[config.mk]
export PLATFORM = sky130hd
export DESIGN_NAME = byte_stream_mix_hash32
export DESIGN_NICKNAME = d
export VERILOG_FILES = /design/src/hdl/bsmh_pkg.sv /design/src/hdl/bsmh_front.sv /design/src/hdl/bsmh_fifo.sv /design/src/hdl/bsmh_back.sv /design/src/hdl/byte_stream_mix_hash32.sv
export SDC_FILE = /design/constraint.sdc
export NUM_CORES = 2
export LEC_CHECK = 0
export BUFFER_PORTS_ARGS = -buffer_cell sky130_fd_sc_hd__buf_2
export CORE_UTILIZATION = 45
export CTS_BUF_LIST = sky130_fd_sc_hd__clkbuf_16
export DETAILED_ROUTE_END_ITERATION = 10
export HOLD_SLACK_MARGIN = 0.06
export PLACE_DENSITY_LB_ADDON = 0.05
export SLEW_MARGIN = 25
export SYNTH_ARGS = -nofsm -noshare
export SYNTH_HDL_FRONTEND = slang
export SYNTH_HIERARCHICAL = 1
export SYNTH_SLANG_ARGS = --single-unit
[constraint.sdc]
create_clock -name clk -period 9.6 [get_ports clk]
set_input_delay 0 -clock clk [delete_from_list [all_inputs] [get_ports clk]]
set_output_delay 0 -clock clk [all_outputs]
set_load 0.01 [all_outputs]
[src/hdl/bsmh_pkg.sv]
// Types, constants and mix functions of the byte stream hash block.
`timescale 1ns / 1ps

package bsmh_pkg;

  localparam logic [31:0] Golden = 32'h9e3779b9;
  localparam logic [3:0] BlockLastPos = 4'd11;
  localparam logic [3:0] WordBPos = 4'd4;
  localparam logic [3:0] LaneCPos = 4'd8;
  localparam logic [1:0] MixLastStage = 2'd2;
  localparam int unsigned QueueDepth = 4;
  localparam int unsigned QueuePtrW = $clog2(QueueDepth);
  localparam int unsigned QueueCntW = $clog2(QueueDepth + 1);

  typedef struct packed {
    logic [31:0] a;
    logic [31:0] b;
    logic [31:0] c;
  } words_t;

  typedef struct packed {
    logic [31:0] add_a;
    logic [31:0] add_b;
    logic [31:0] add_c;
    logic [31:0] len;
    logic [31:0] seed;
    logic        first;
    logic        two;
    logic        fin;
  } cmd_t;

  function automatic words_t mix_rows(words_t w, int unsigned sa, int unsigned sb,
                                      int unsigned sc);
    logic [31:0] a;
    logic [31:0] b;
    logic [31:0] c;
    words_t r;
    a = w.a;
    b = w.b;
    c = w.c;
    a = (a - b - c) ^ (c >> sa);
    b = (b - c - a) ^ (a << sb);
    c = (c - a - b) ^ (b >> sc);
    r.a = a;
    r.b = b;
    r.c = c;
    return r;
  endfunction

  function automatic words_t mix_stage(words_t w, logic [1:0] stage);
    words_t r;
    case (stage)
      2'd0: r = mix_rows(w, 13, 8, 13);
      2'd1: r = mix_rows(w, 12, 16, 5);
      2'd2: r = mix_rows(w, 3, 10, 15);
      default: r = w;
    endcase
    return r;
  endfunction

endpackage

[src/hdl/bsmh_front.sv]
// Front end: accepts key bytes, packs blocks and issues mix commands.
`timescale 1ns / 1ps

module bsmh_front (
  input  logic          clk,
  input  logic          rst,
  input  logic [31:0]   seed,
  input  logic          in_valid,
  output logic          in_ready,
  input  logic [7:0]    in_byte,
  input  logic          in_has,
  input  logic          in_last,
  input  logic          q_full,
  output logic          q_push,
  output bsmh_pkg::cmd_t q_cmd
);
  import bsmh_pkg::*;

  logic [3:0]  pos;
  logic [31:0] acc_a;
  logic [31:0] acc_b;
  logic [31:0] acc_c;
  logic [31:0] len;
  logic        started;
  logic        issued;
  logic [31:0] key_seed;

  logic [31:0] acc_a_next;
  logic [31:0] acc_b_next;
  logic [31:0] acc_c_next;
  logic [31:0] len_next;
  logic [31:0] byte_word;
  logic [31:0] seed_eff;
  logic        blk;
  logic        take;

  assign in_ready = !q_full;
  assign take = in_valid && in_ready && (in_has || in_last);
  assign byte_word = {24'd0, in_byte} << {pos[1:0], 3'b000};
  assign blk = in_has && (pos == BlockLastPos);
  assign q_push = take && (blk || in_last);
  assign seed_eff = started ? key_seed : seed;

  always_comb begin
    acc_a_next = acc_a;
    acc_b_next = acc_b;
    acc_c_next = acc_c;
    len_next = len;
    if (in_has) begin
      len_next = len + 32'd1;
      if (pos < WordBPos) begin
        acc_a_next = acc_a | byte_word;
      end else if (pos < LaneCPos) begin
        acc_b_next = acc_b | byte_word;
      end else begin
        acc_c_next = acc_c | byte_word;
      end
    end
  end

  always_comb begin
    q_cmd.add_a = acc_a_next;
    q_cmd.add_b = acc_b_next;
    q_cmd.add_c = blk ? acc_c_next : len_next + {acc_c_next[23:0], 8'h00};
    q_cmd.len = len_next;
    q_cmd.seed = seed_eff;
    q_cmd.first = !issued;
    q_cmd.two = blk && in_last;
    q_cmd.fin = in_last;
  end

  always_ff @(posedge clk) begin
    if (rst) begin
      pos <= '0;
      acc_a <= '0;
      acc_b <= '0;
      acc_c <= '0;
      len <= '0;
      started <= 1'b0;
      issued <= 1'b0;
      key_seed <= '0;
    end else if (take) begin
      if (in_last) begin
        pos <= '0;
        acc_a <= '0;
        acc_b <= '0;
        acc_c <= '0;
        len <= '0;
        started <= 1'b0;
        issued <= 1'b0;
      end else if (blk) begin
        pos <= '0;
        acc_a <= '0;
        acc_b <= '0;
        acc_c <= '0;
        len <= len_next;
        started <= 1'b1;
        issued <= 1'b1;
        key_seed <= seed_eff;
      end else begin
        pos <= pos + 4'd1;
        acc_a <= acc_a_next;
        acc_b <= acc_b_next;
        acc_c <= acc_c_next;
        len <= len_next;
        started <= 1'b1;
        key_seed <= seed_eff;
      end
    end
  end

endmodule

[src/hdl/bsmh_fifo.sv]
// Command queue between the front end and the mix engine.
`timescale 1ns / 1ps

module bsmh_fifo (
  input  logic           clk,
  input  logic           rst,
  input  logic           push,
  input  bsmh_pkg::cmd_t push_cmd,
  input  logic           pop,
  output bsmh_pkg::cmd_t pop_cmd,
  output logic           full,
  output logic           empty
);
  import bsmh_pkg::*;

  cmd_t                 entries [QueueDepth];
  logic [QueuePtrW-1:0] wr_ptr;
  logic [QueuePtrW-1:0] rd_ptr;
  logic [QueueCntW-1:0] count;

  assign full = (count == QueueCntW'(QueueDepth));
  assign empty = (count == '0);
  assign pop_cmd = entries[rd_ptr];

  always_ff @(posedge clk) begin
    if (push) begin
      entries[wr_ptr] <= push_cmd;
    end
  end

  always_ff @(posedge clk) begin
    if (rst) begin
      wr_ptr <= '0;
      rd_ptr <= '0;
      count <= '0;
    end else begin
      if (push) begin
        wr_ptr <= wr_ptr + 1'b1;
      end
      if (pop) begin
        rd_ptr <= rd_ptr + 1'b1;
      end
      case ({push, pop})
        2'b10: count <= count + 1'b1;
        2'b01: count <= count - 1'b1;
        default: count <= count;
      endcase
    end
  end

endmodule

[src/hdl/bsmh_back.sv]
// Mix engine: adds block words, runs the three-stage mix and holds the result.
`timescale 1ns / 1ps

module bsmh_back (
  input  logic           clk,
  input  logic           rst,
  input  logic           q_empty,
  input  bsmh_pkg::cmd_t q_cmd,
  output logic           q_pop,
  output logic           m_tvalid,
  input  logic           m_tready,
  output logic [31:0]    m_tdata
);
  import bsmh_pkg::*;

  typedef enum logic [1:0] {
    S_IDLE,
    S_MIX,
    S_LEN,
    S_EMIT
  } state_t;

  state_t      state;
  logic [1:0]  stage;
  words_t      w;
  words_t      base;
  logic        two;
  logic        fin;
  logic [31:0] len;

  assign q_pop = (state == S_IDLE) && !q_empty;

  always_comb begin
    if (q_cmd.first) begin
      base.a = Golden;
      base.b = Golden;
      base.c = q_cmd.seed;
    end else begin
      base = w;
    end
  end

  always_ff @(posedge clk) begin
    if (rst) begin
      state <= S_IDLE;
      stage <= '0;
      m_tvalid <= 1'b0;
    end else begin
      if (m_tvalid && m_tready && (state != S_EMIT)) begin
        m_tvalid <= 1'b0;
      end
      case (state)
        S_IDLE: begin
          if (!q_empty) begin
            w.a <= base.a + q_cmd.add_a;
            w.b <= base.b + q_cmd.add_b;
            w.c <= base.c + q_cmd.add_c;
            two <= q_cmd.two;
            fin <= q_cmd.fin;
            len <= q_cmd.len;
            stage <= '0;
            state <= S_MIX;
          end
        end
        S_MIX: begin
          w <= mix_stage(w, stage);
          if (stage == MixLastStage) begin
            stage <= '0;
            if (two) begin
              two <= 1'b0;
              state <= S_LEN;
            end else if (fin) begin
              state <= S_EMIT;
            end else begin
              state <= S_IDLE;
            end
          end else begin
            stage <= stage + 2'd1;
          end
        end
        S_LEN: begin
          w.c <= w.c + len;
          state <= S_MIX;
        end
        S_EMIT: begin
          if (!m_tvalid || m_tready) begin
            m_tvalid <= 1'b1;
            m_tdata <= w.c;
            state <= S_IDLE;
          end
        end
        default: state <= S_IDLE;
      endcase
    end
  end

endmodule

[src/hdl/byte_stream_mix_hash32.sv]
// Top level of the streaming 32-bit byte key hash.
//
//   channel  direction  transfer     contents
//   s_*      in         key item     tdata: data_byte; tuser: has_byte; tlast: last
//   m_*      out        hash result  tdata: hash_value
//   cfg_*    in         write        seed register, taken on cfg_we
//
// The front end takes one byte per cycle while the command queue has room.
// Each command passes through the mix engine as an add step and the three mix
// stages, plus a length step and another mix pass when a block ends on the last
// byte, and an output load. Keys of twelve bytes or more stream at one byte per
// cycle while the queue has room; short keys are bounded by the mix engine.
// Reset is synchronous and clears the queue, the key state and the seed.
// The output register holds a result under back pressure while input continues.
`timescale 1ns / 1ps

module byte_stream_mix_hash32 (
  input  logic        clk,
  input  logic        rst,
  input  logic        s_tvalid,
  output logic        s_tready,
  input  logic [7:0]  s_tdata,   // [7:0] data_byte
  input  logic        s_tuser,   // [0] has_byte
  input  logic        s_tlast,
  output logic        m_tvalid,
  input  logic        m_tready,
  output logic [31:0] m_tdata,   // [31:0] hash_value
  input  logic        cfg_we,
  input  logic [31:0] cfg_wdata
);
  import bsmh_pkg::*;

  logic [31:0] seed;
  logic        q_full;
  logic        q_empty;
  logic        q_push;
  logic        q_pop;
  cmd_t        push_cmd;
  cmd_t        pop_cmd;

  always_ff @(posedge clk) begin
    if (rst) begin
      seed <= '0;
    end else if (cfg_we) begin
      seed <= cfg_wdata;
    end
  end

  bsmh_front u_front (
    .clk      (clk),
    .rst      (rst),
    .seed     (seed),
    .in_valid (s_tvalid),
    .in_ready (s_tready),
    .in_byte  (s_tdata),
    .in_has   (s_tuser),
    .in_last  (s_tlast),
    .q_full   (q_full),
    .q_push   (q_push),
    .q_cmd    (push_cmd)
  );

  bsmh_fifo u_fifo (
    .clk      (clk),
    .rst      (rst),
    .push     (q_push),
    .push_cmd (push_cmd),
    .pop      (q_pop),
    .pop_cmd  (pop_cmd),
    .full     (q_full),
    .empty    (q_empty)
  );

  bsmh_back u_back (
    .clk      (clk),
    .rst      (rst),
    .q_empty  (q_empty),
    .q_cmd    (pop_cmd),
    .q_pop    (q_pop),
    .m_tvalid (m_tvalid),
    .m_tready (m_tready),
    .m_tdata  (m_tdata)
  );

endmodule

# Word level (Yosys, flattened, before mapping)
# Memories as Yosys holds them, arrays and structs flattened. A register that Yosys moved wholly into a read port is not among the register bits.
# Index checks and enable logic that the tools add are counted.
dict set report totals {
  ramBits 652
  n_memories 1
  output_inout_bits 34
  inputBits 47
  ff_bits 372
}
# memory words word_bits rd rd_ports_with_merged_regs write_ports line
set mem_list {}
lappend mem_list {u_fifo.entries 4 163 1 1 1 bsmh_fifo.sv:16} ;# cmd_t entries [QueueDepth];
dict set report classes {
  eq_ne 14
  n_bitwise 15
  n_addsub 24
  n_shift 1
  reduce_logical 31
  order_cmp 2
  muxes 48
}
# cell count
set ops {}
lappend ops {{32-bit 2-to-1 mux} 18}
lappend ops {{32-bit subtractor} 12}
lappend ops {{96-bit one-hot mux with 3 select lines} 1}
lappend ops {{96-bit 2-to-1 mux} 2}
lappend ops {{32-bit adder} 5}
lappend ops {{64-bit one-hot mux with 2 select lines} 1}
lappend ops {{32-bit OR} 3}
lappend ops {{32-bit one-hot mux with 3 select lines} 1}
lappend ops {{32-bit bitwise XOR} 3}
lappend ops {{32-bit by 19-bit bitwise XOR with 32-bit output} 2}
lappend ops {{32-bit by 1-bit adder with 32-bit output (second input constant)} 1}
lappend ops {{8-bit by 5-bit left shift with 32-bit output} 1}
lappend ops {{32-bit by 17-bit bitwise XOR with 32-bit output} 1}
lappend ops {{32-bit by 20-bit bitwise XOR with 32-bit output} 1}
lappend ops {{32-bit by 27-bit bitwise XOR with 32-bit output} 1}
lappend ops {{32-bit by 29-bit bitwise XOR with 32-bit output} 1}
lappend ops {{2-bit 2-to-1 mux} 9}
lappend ops {{4-bit AND reduction} 3}
lappend ops {{1-bit 2-to-1 mux} 10}
lappend ops {{3-bit AND reduction} 3}
lappend ops {{2-bit equality test (second input constant)} 4}
lappend ops {{1-bit logical AND} 8}
lappend ops {{4-bit 2-to-1 mux} 2}
lappend ops {{2-bit one-hot mux with 4 select lines} 1}
lappend ops {{other kinds (23)} 41}

# Logic depth before layout (Yosys ltp)
dict set report logic_depth {
  depth_word 9
  mapped_depth 40
}

# Modules after synthesis
# The synthesis kept the hierarchy.
# module cells_each seq_area_each_um2 area_per_inst_um2 n_inst
set by_module_without_submodules {}
lappend by_module_without_submodules {bsmh_back 3952 4964.8 32632.5 1}
lappend by_module_without_submodules {bsmh_fifo 898 19759.0 23916.7 1}
lappend by_module_without_submodules {bsmh_front 1219 3323.2 9694.3 1}
lappend by_module_without_submodules {byte_stream_mix_hash32 103 640.6 1163.6 1}

# Worst setup path after synthesis
# No wires, ideal clock.
dict set report synth_path {
  kind {flip-flop to flip-flop}
  start {register u_back/w[2] (netlist name)}
  end {register u_back/w[30] (netlist name), data pin}
  path_slack_ns 0.734
  arrival_ns 8.601
  period_less_slack_ns 8.866
  stages_incl_launch_ff 36
  t_required_ns 9.335
  n_path_buf 0
  cell_sequence {edfxtp_1 -> inv_1 -> fa_1 -> ha_1 -> a21oi_1 -> nand2_1 -> a21o_1 -> a21oi_1 -> xnor2_1 -> xnor2_1 -> inv_1 -> ha_1 -> or3_1 -> a221oi_1 -> o31ai_1 -> maj3_2 -> a2111oi_1 -> o31ai_1 -> a21oi_2 -> a21oi_1 -> a21boi_0 -> xnor2_1 -> xnor2_1 -> ha_1 -> ha_1 -> nand3_1 -> nor2_1 -> a2111oi_0 -> a211oi_1 -> o31a_1 -> nor4_1 -> nor3_1 -> a221oi_1 -> xnor2_1 -> a221oi_1 -> o31ai_1}
}
dict set report synth_between {
  elab_chain_len 8
  elab_cells_between_ends 26
  cone_classes {13 x add/sub; 4 x mux; 9 x bitwise}
}
# element line
set synth_lines {}
lappend synth_lines {{start: declaration} bsmh_back.sv:25} ;# words_t w;
lappend synth_lines {{start signal: assignment} bsmh_back.sv:66} ;# w <= mix_stage(w, stage);
lappend synth_lines {{32-bit subtractor} bsmh_pkg.sv:41} ;# a = (a - b - c) ^ (c >> sa);
lappend synth_lines {{32-bit by 29-bit bitwise XOR with 32-bit output (tied with other cells)} bsmh_pkg.sv:41}
lappend synth_lines {{32-bit subtractor} bsmh_pkg.sv:42} ;# b = (b - c - a) ^ (a << sb);
lappend synth_lines {{32-bit bitwise XOR} bsmh_pkg.sv:42}
lappend synth_lines {{32-bit subtractor} bsmh_pkg.sv:43} ;# c = (c - a - b) ^ (b >> sc);
lappend synth_lines {{32-bit by 17-bit bitwise XOR with 32-bit output (tied with other cells)} bsmh_pkg.sv:43}
lappend synth_lines {{96-bit one-hot mux with 3 select lines} bsmh_pkg.sv:52} ;# case (stage)
lappend synth_lines {{32-bit one-hot mux with 3 select lines *} bsmh_back.sv:52} ;# case (state)
# Mark *: on every way between the ends. The rest lies on a longest branch, timed or not. The select of a mux whose other input is x is not followed.
# A chain may end at the register's enable or synchronous reset.

# Worst setup path after layout
dict set report layout_path {
  start {register u_back/w[10] (netlist name)}
  end {register u_back/w[31] (netlist name), data pin}
}
# The elaborated chain is that of the path after synthesis.

==> flow_summary.json <==
{
  "fin_skew_ps": 58.69,
  "cts_buffers": 113,
  "synth_nets": 6751,
  "drt_first_pass_iters": 6,
  "first_iter_violations": 4741,
  "synth_top_area_share_pct": 36.26,
  "rrSetupSlack_ps": 190,
  "h-tree-depth": 3,
  "worstHoldStart": "rst",
  "required_ps": 10060,
  "clkTransAtPathRegs_ps": 60,
  "die-area_sq_um": 151300,
  "cts_sinks": 1026,
  "max_stage_delay_ps": 620,
  "syn_inst": 6172,
  "cp_slowest_cell": "xnor2_1",
  "via_per_inst": 6.031,
  "postSynthAreaPerCell_sq_um": 10.92,
  "io_buffer_count": 80,
  "grt.overflow.total": 0,
  "yosys.area.top_type": "edfxtp_1",
  "drive_gt1_share_pct": 13.86,
  "synth-seq-cells": 1026,
  "dr_total_vias": 51570,
  "first_global_vias": 50310,
  "slew_violations": 0,
  "path_class": "flop to flop",
  "status": "finished clean",
  "worstMarginPinSlew_ps": 1062,
  "cts_tree": "built",
  "cp-start-kind": "flop",
  "crit-reg2reg-launch": "u_back/w[10]",
  "ys_async_sr_fraction_pct": 0,
  "crit_top_cell": "xnor2_1",
  "dp_hpwl_um": 187800,
  "reg2reg_depth": 32,
  "yosysMostFrequentCell": "edfxtp_1",
  "place_congestion": 0.9961,
  "finalWirelength_um": 246000,
  "hold_class": "input port to flop",
  "finalSetupViolCount": 0,
  "cts-root-buf": "clkbuf_16",
  "end_kind": "flop",
  "holdWs_ps": 215.9,
  "syn_area_sq_um": 67410,
  "antenna_found_initial": 10,
  "synth-main-ff-cell": "edfxtp_1",
  "rsz0062_at_grt": "yes",
  "drc": 0,
  "ys_types": 124,
  "ant_nets": 0,
  "cp.arrival_ps": 9860,
  "r2r-end": "u_back/w[31]",
  "fmax_ghz": 0.1063,
  "die_w_um": 389.0,
  "fin_crit_ps": 9409,
  "max_cap_violations": 0,
  "die_y_um": 389.0,
  "slew_headroom_pct": 29.23,
  "ys_seq_area_share_pct": 42.56,
  "clk-insertion-delay-late_ps": 760,
  "ys_top_cells_by_area": "edfxtp_1, ha_1, dfxtp_1, xnor2_1, mux4_2",
  "io_pins": 81,
  "grt_pass1_wl_um": 351500,
  "grt_max_degree": 119,
  "cts_max_path_buffers": 3,
  "wire_per_inst_um": 28.78,
  "min_path_cells": 3,
  "rows": 141,
  "period_share_pct": 98.01,
  "min_to": "u_front/key_seed[12]",
  "core_area_sq_um": 148200,
  "area_delta_synth_final_pct": 13.46,
  "path_max_fanout": 12,
  "grt_use_total_pct": 32.11,
  "hold_violations": 0,
  "fin_nets": 7094,
  "start_util_pct": 45.49,
  "synth-edff-count": 814,
  "yosysWarnings": 6,
  "synth_common_cells": "edfxtp_1, nor2_1, ha_1"
}
## cells by family (layout without fill, tap and decap cells)
| logic type | Yosys count | count (layout) | share of synthesized area, % |
|---|---|---|---|
| AOI/OAI and AO/OA | 1592 | 1592 | 15.64 |
| xor gates and xnor gates | 651 | 651 | 9.233 |
| adders and majority gates | 544 | 544 | 11.08 |
| buffers and inverters | 557 | 1001 | 3.384 |
| DFF | 1026 | 1026 | 42.56 |
| muxes | 251 | 251 | 6.829 |
| other | 0 | 4 | 0 |
| and+or+nand+nor | 1551 | 1551 | 11.27 |
## cell usage in the layout (no fill, tap or decap), types with 90 or more instances in the layout
cell and n:
dlygate4sd3_1 123, fa_1 92, dfxtp_1 210, clkbuf_16 113, edfxtp_1 814, nand3_1 90
ha_1 434, xor2_1 174, a21oi_1 433, nor2_1 489, nand2_1 386, nor3_1 90
buf_4 265, inv_1 338, mux4_2 162, a21o_1 210, o21ai_0 306, xnor2_1 415
## metrics by stage
step	setup TNS [ps]	util, %	cells	setup slack (ps)	instance area (sq um)
floorplan	0	-	6172	734.1	67410
global placement	-4479	48.09	8202	-956.8	71270
detailed placement	-2688	48.10	8202	-599.7	71280
CTS	0	51.44	8544	61.25	76230
global route	-37.38	51.60	8547	-37.38	76470
finish	0	51.61	8550	191.1	76480
## worst max-delay path: cells and delay by family (launching register included)
| family | cells | cell delay (ps) |
|---|---|---|
| AO/OA/AOI/OAI | 15 | 3930 |
| adder cells (fa/ha/maj) | 5 | 2090 |
| AND/OR/NAND/NOR | 3 | 650 |
| flip-flops | 1 | 380 |
| XOR/XNOR | 5 | 1440 |
| buffers and inverters | 4 | 640 |
## worst max path at each step
stage                            start           end  slack, ps  depth (start not counted)
after global placement     u_back/w[8]  u_back/w[30]       -960                         32
final                     u_back/w[10]  u_back/w[31]        190                         32
after CTS                 u_back/w[38]  u_back/w[30]         60                         37
after floorplan            u_back/w[2]  u_back/w[30]        730                         35
after global routing      u_back/w[34]  u_back/w[30]        -40                         38
after detailed placement   u_back/w[8]  u_back/w[30]       -600                         32
## flip-flops by register name, indices dropped and copies added, names as in the netlist, 3 cells and up, named ones only
name	cells
u_front/len	32
u_fifo/count	3
u_back/m_tdata	32
u_front/acc_c	32
u_fifo/entries	652
u_back/w	96
u_front/acc_a	32
u_front/key_seed	32
seed	32
u_front/pos	4
u_front/acc_b	32
u_back/len	32
## layout make-up
cell class,count,area (sq um)
multi-input combinational,4589,36820
tap,1930,2415
clock inverter,103,838.3
inverter,314,1179
fill,13340,71710
clock buffer,113,2828
timing repair buffer,471,3696
sequential,1026,28700
antenna,4,10.01
## layer usage
metal	routed length [um]	up-vias	GRT usage, %
met5	27	-	0
met4	13090	4	14.72
met3	15380	417	3.935
met1	106100	25780	43.72
met2	111500	1831	51.17
li1	-	23540	-
## what timing repair did
| action | CTS | global route |
|---|---|---|
| hold endpoints to repair | 309 | 0 |
| pin swaps | 1 | 3 |
| setup endpoints to repair | 8 | 10 |
| resized for setup | 4 | 36 |
| setup buffers | 3 | 2 |
| hold buffers | 123 | 0 |
Power is not shown: default switching activity piles up to over one toggle a cycle in this logic, so the estimate is an artifact.
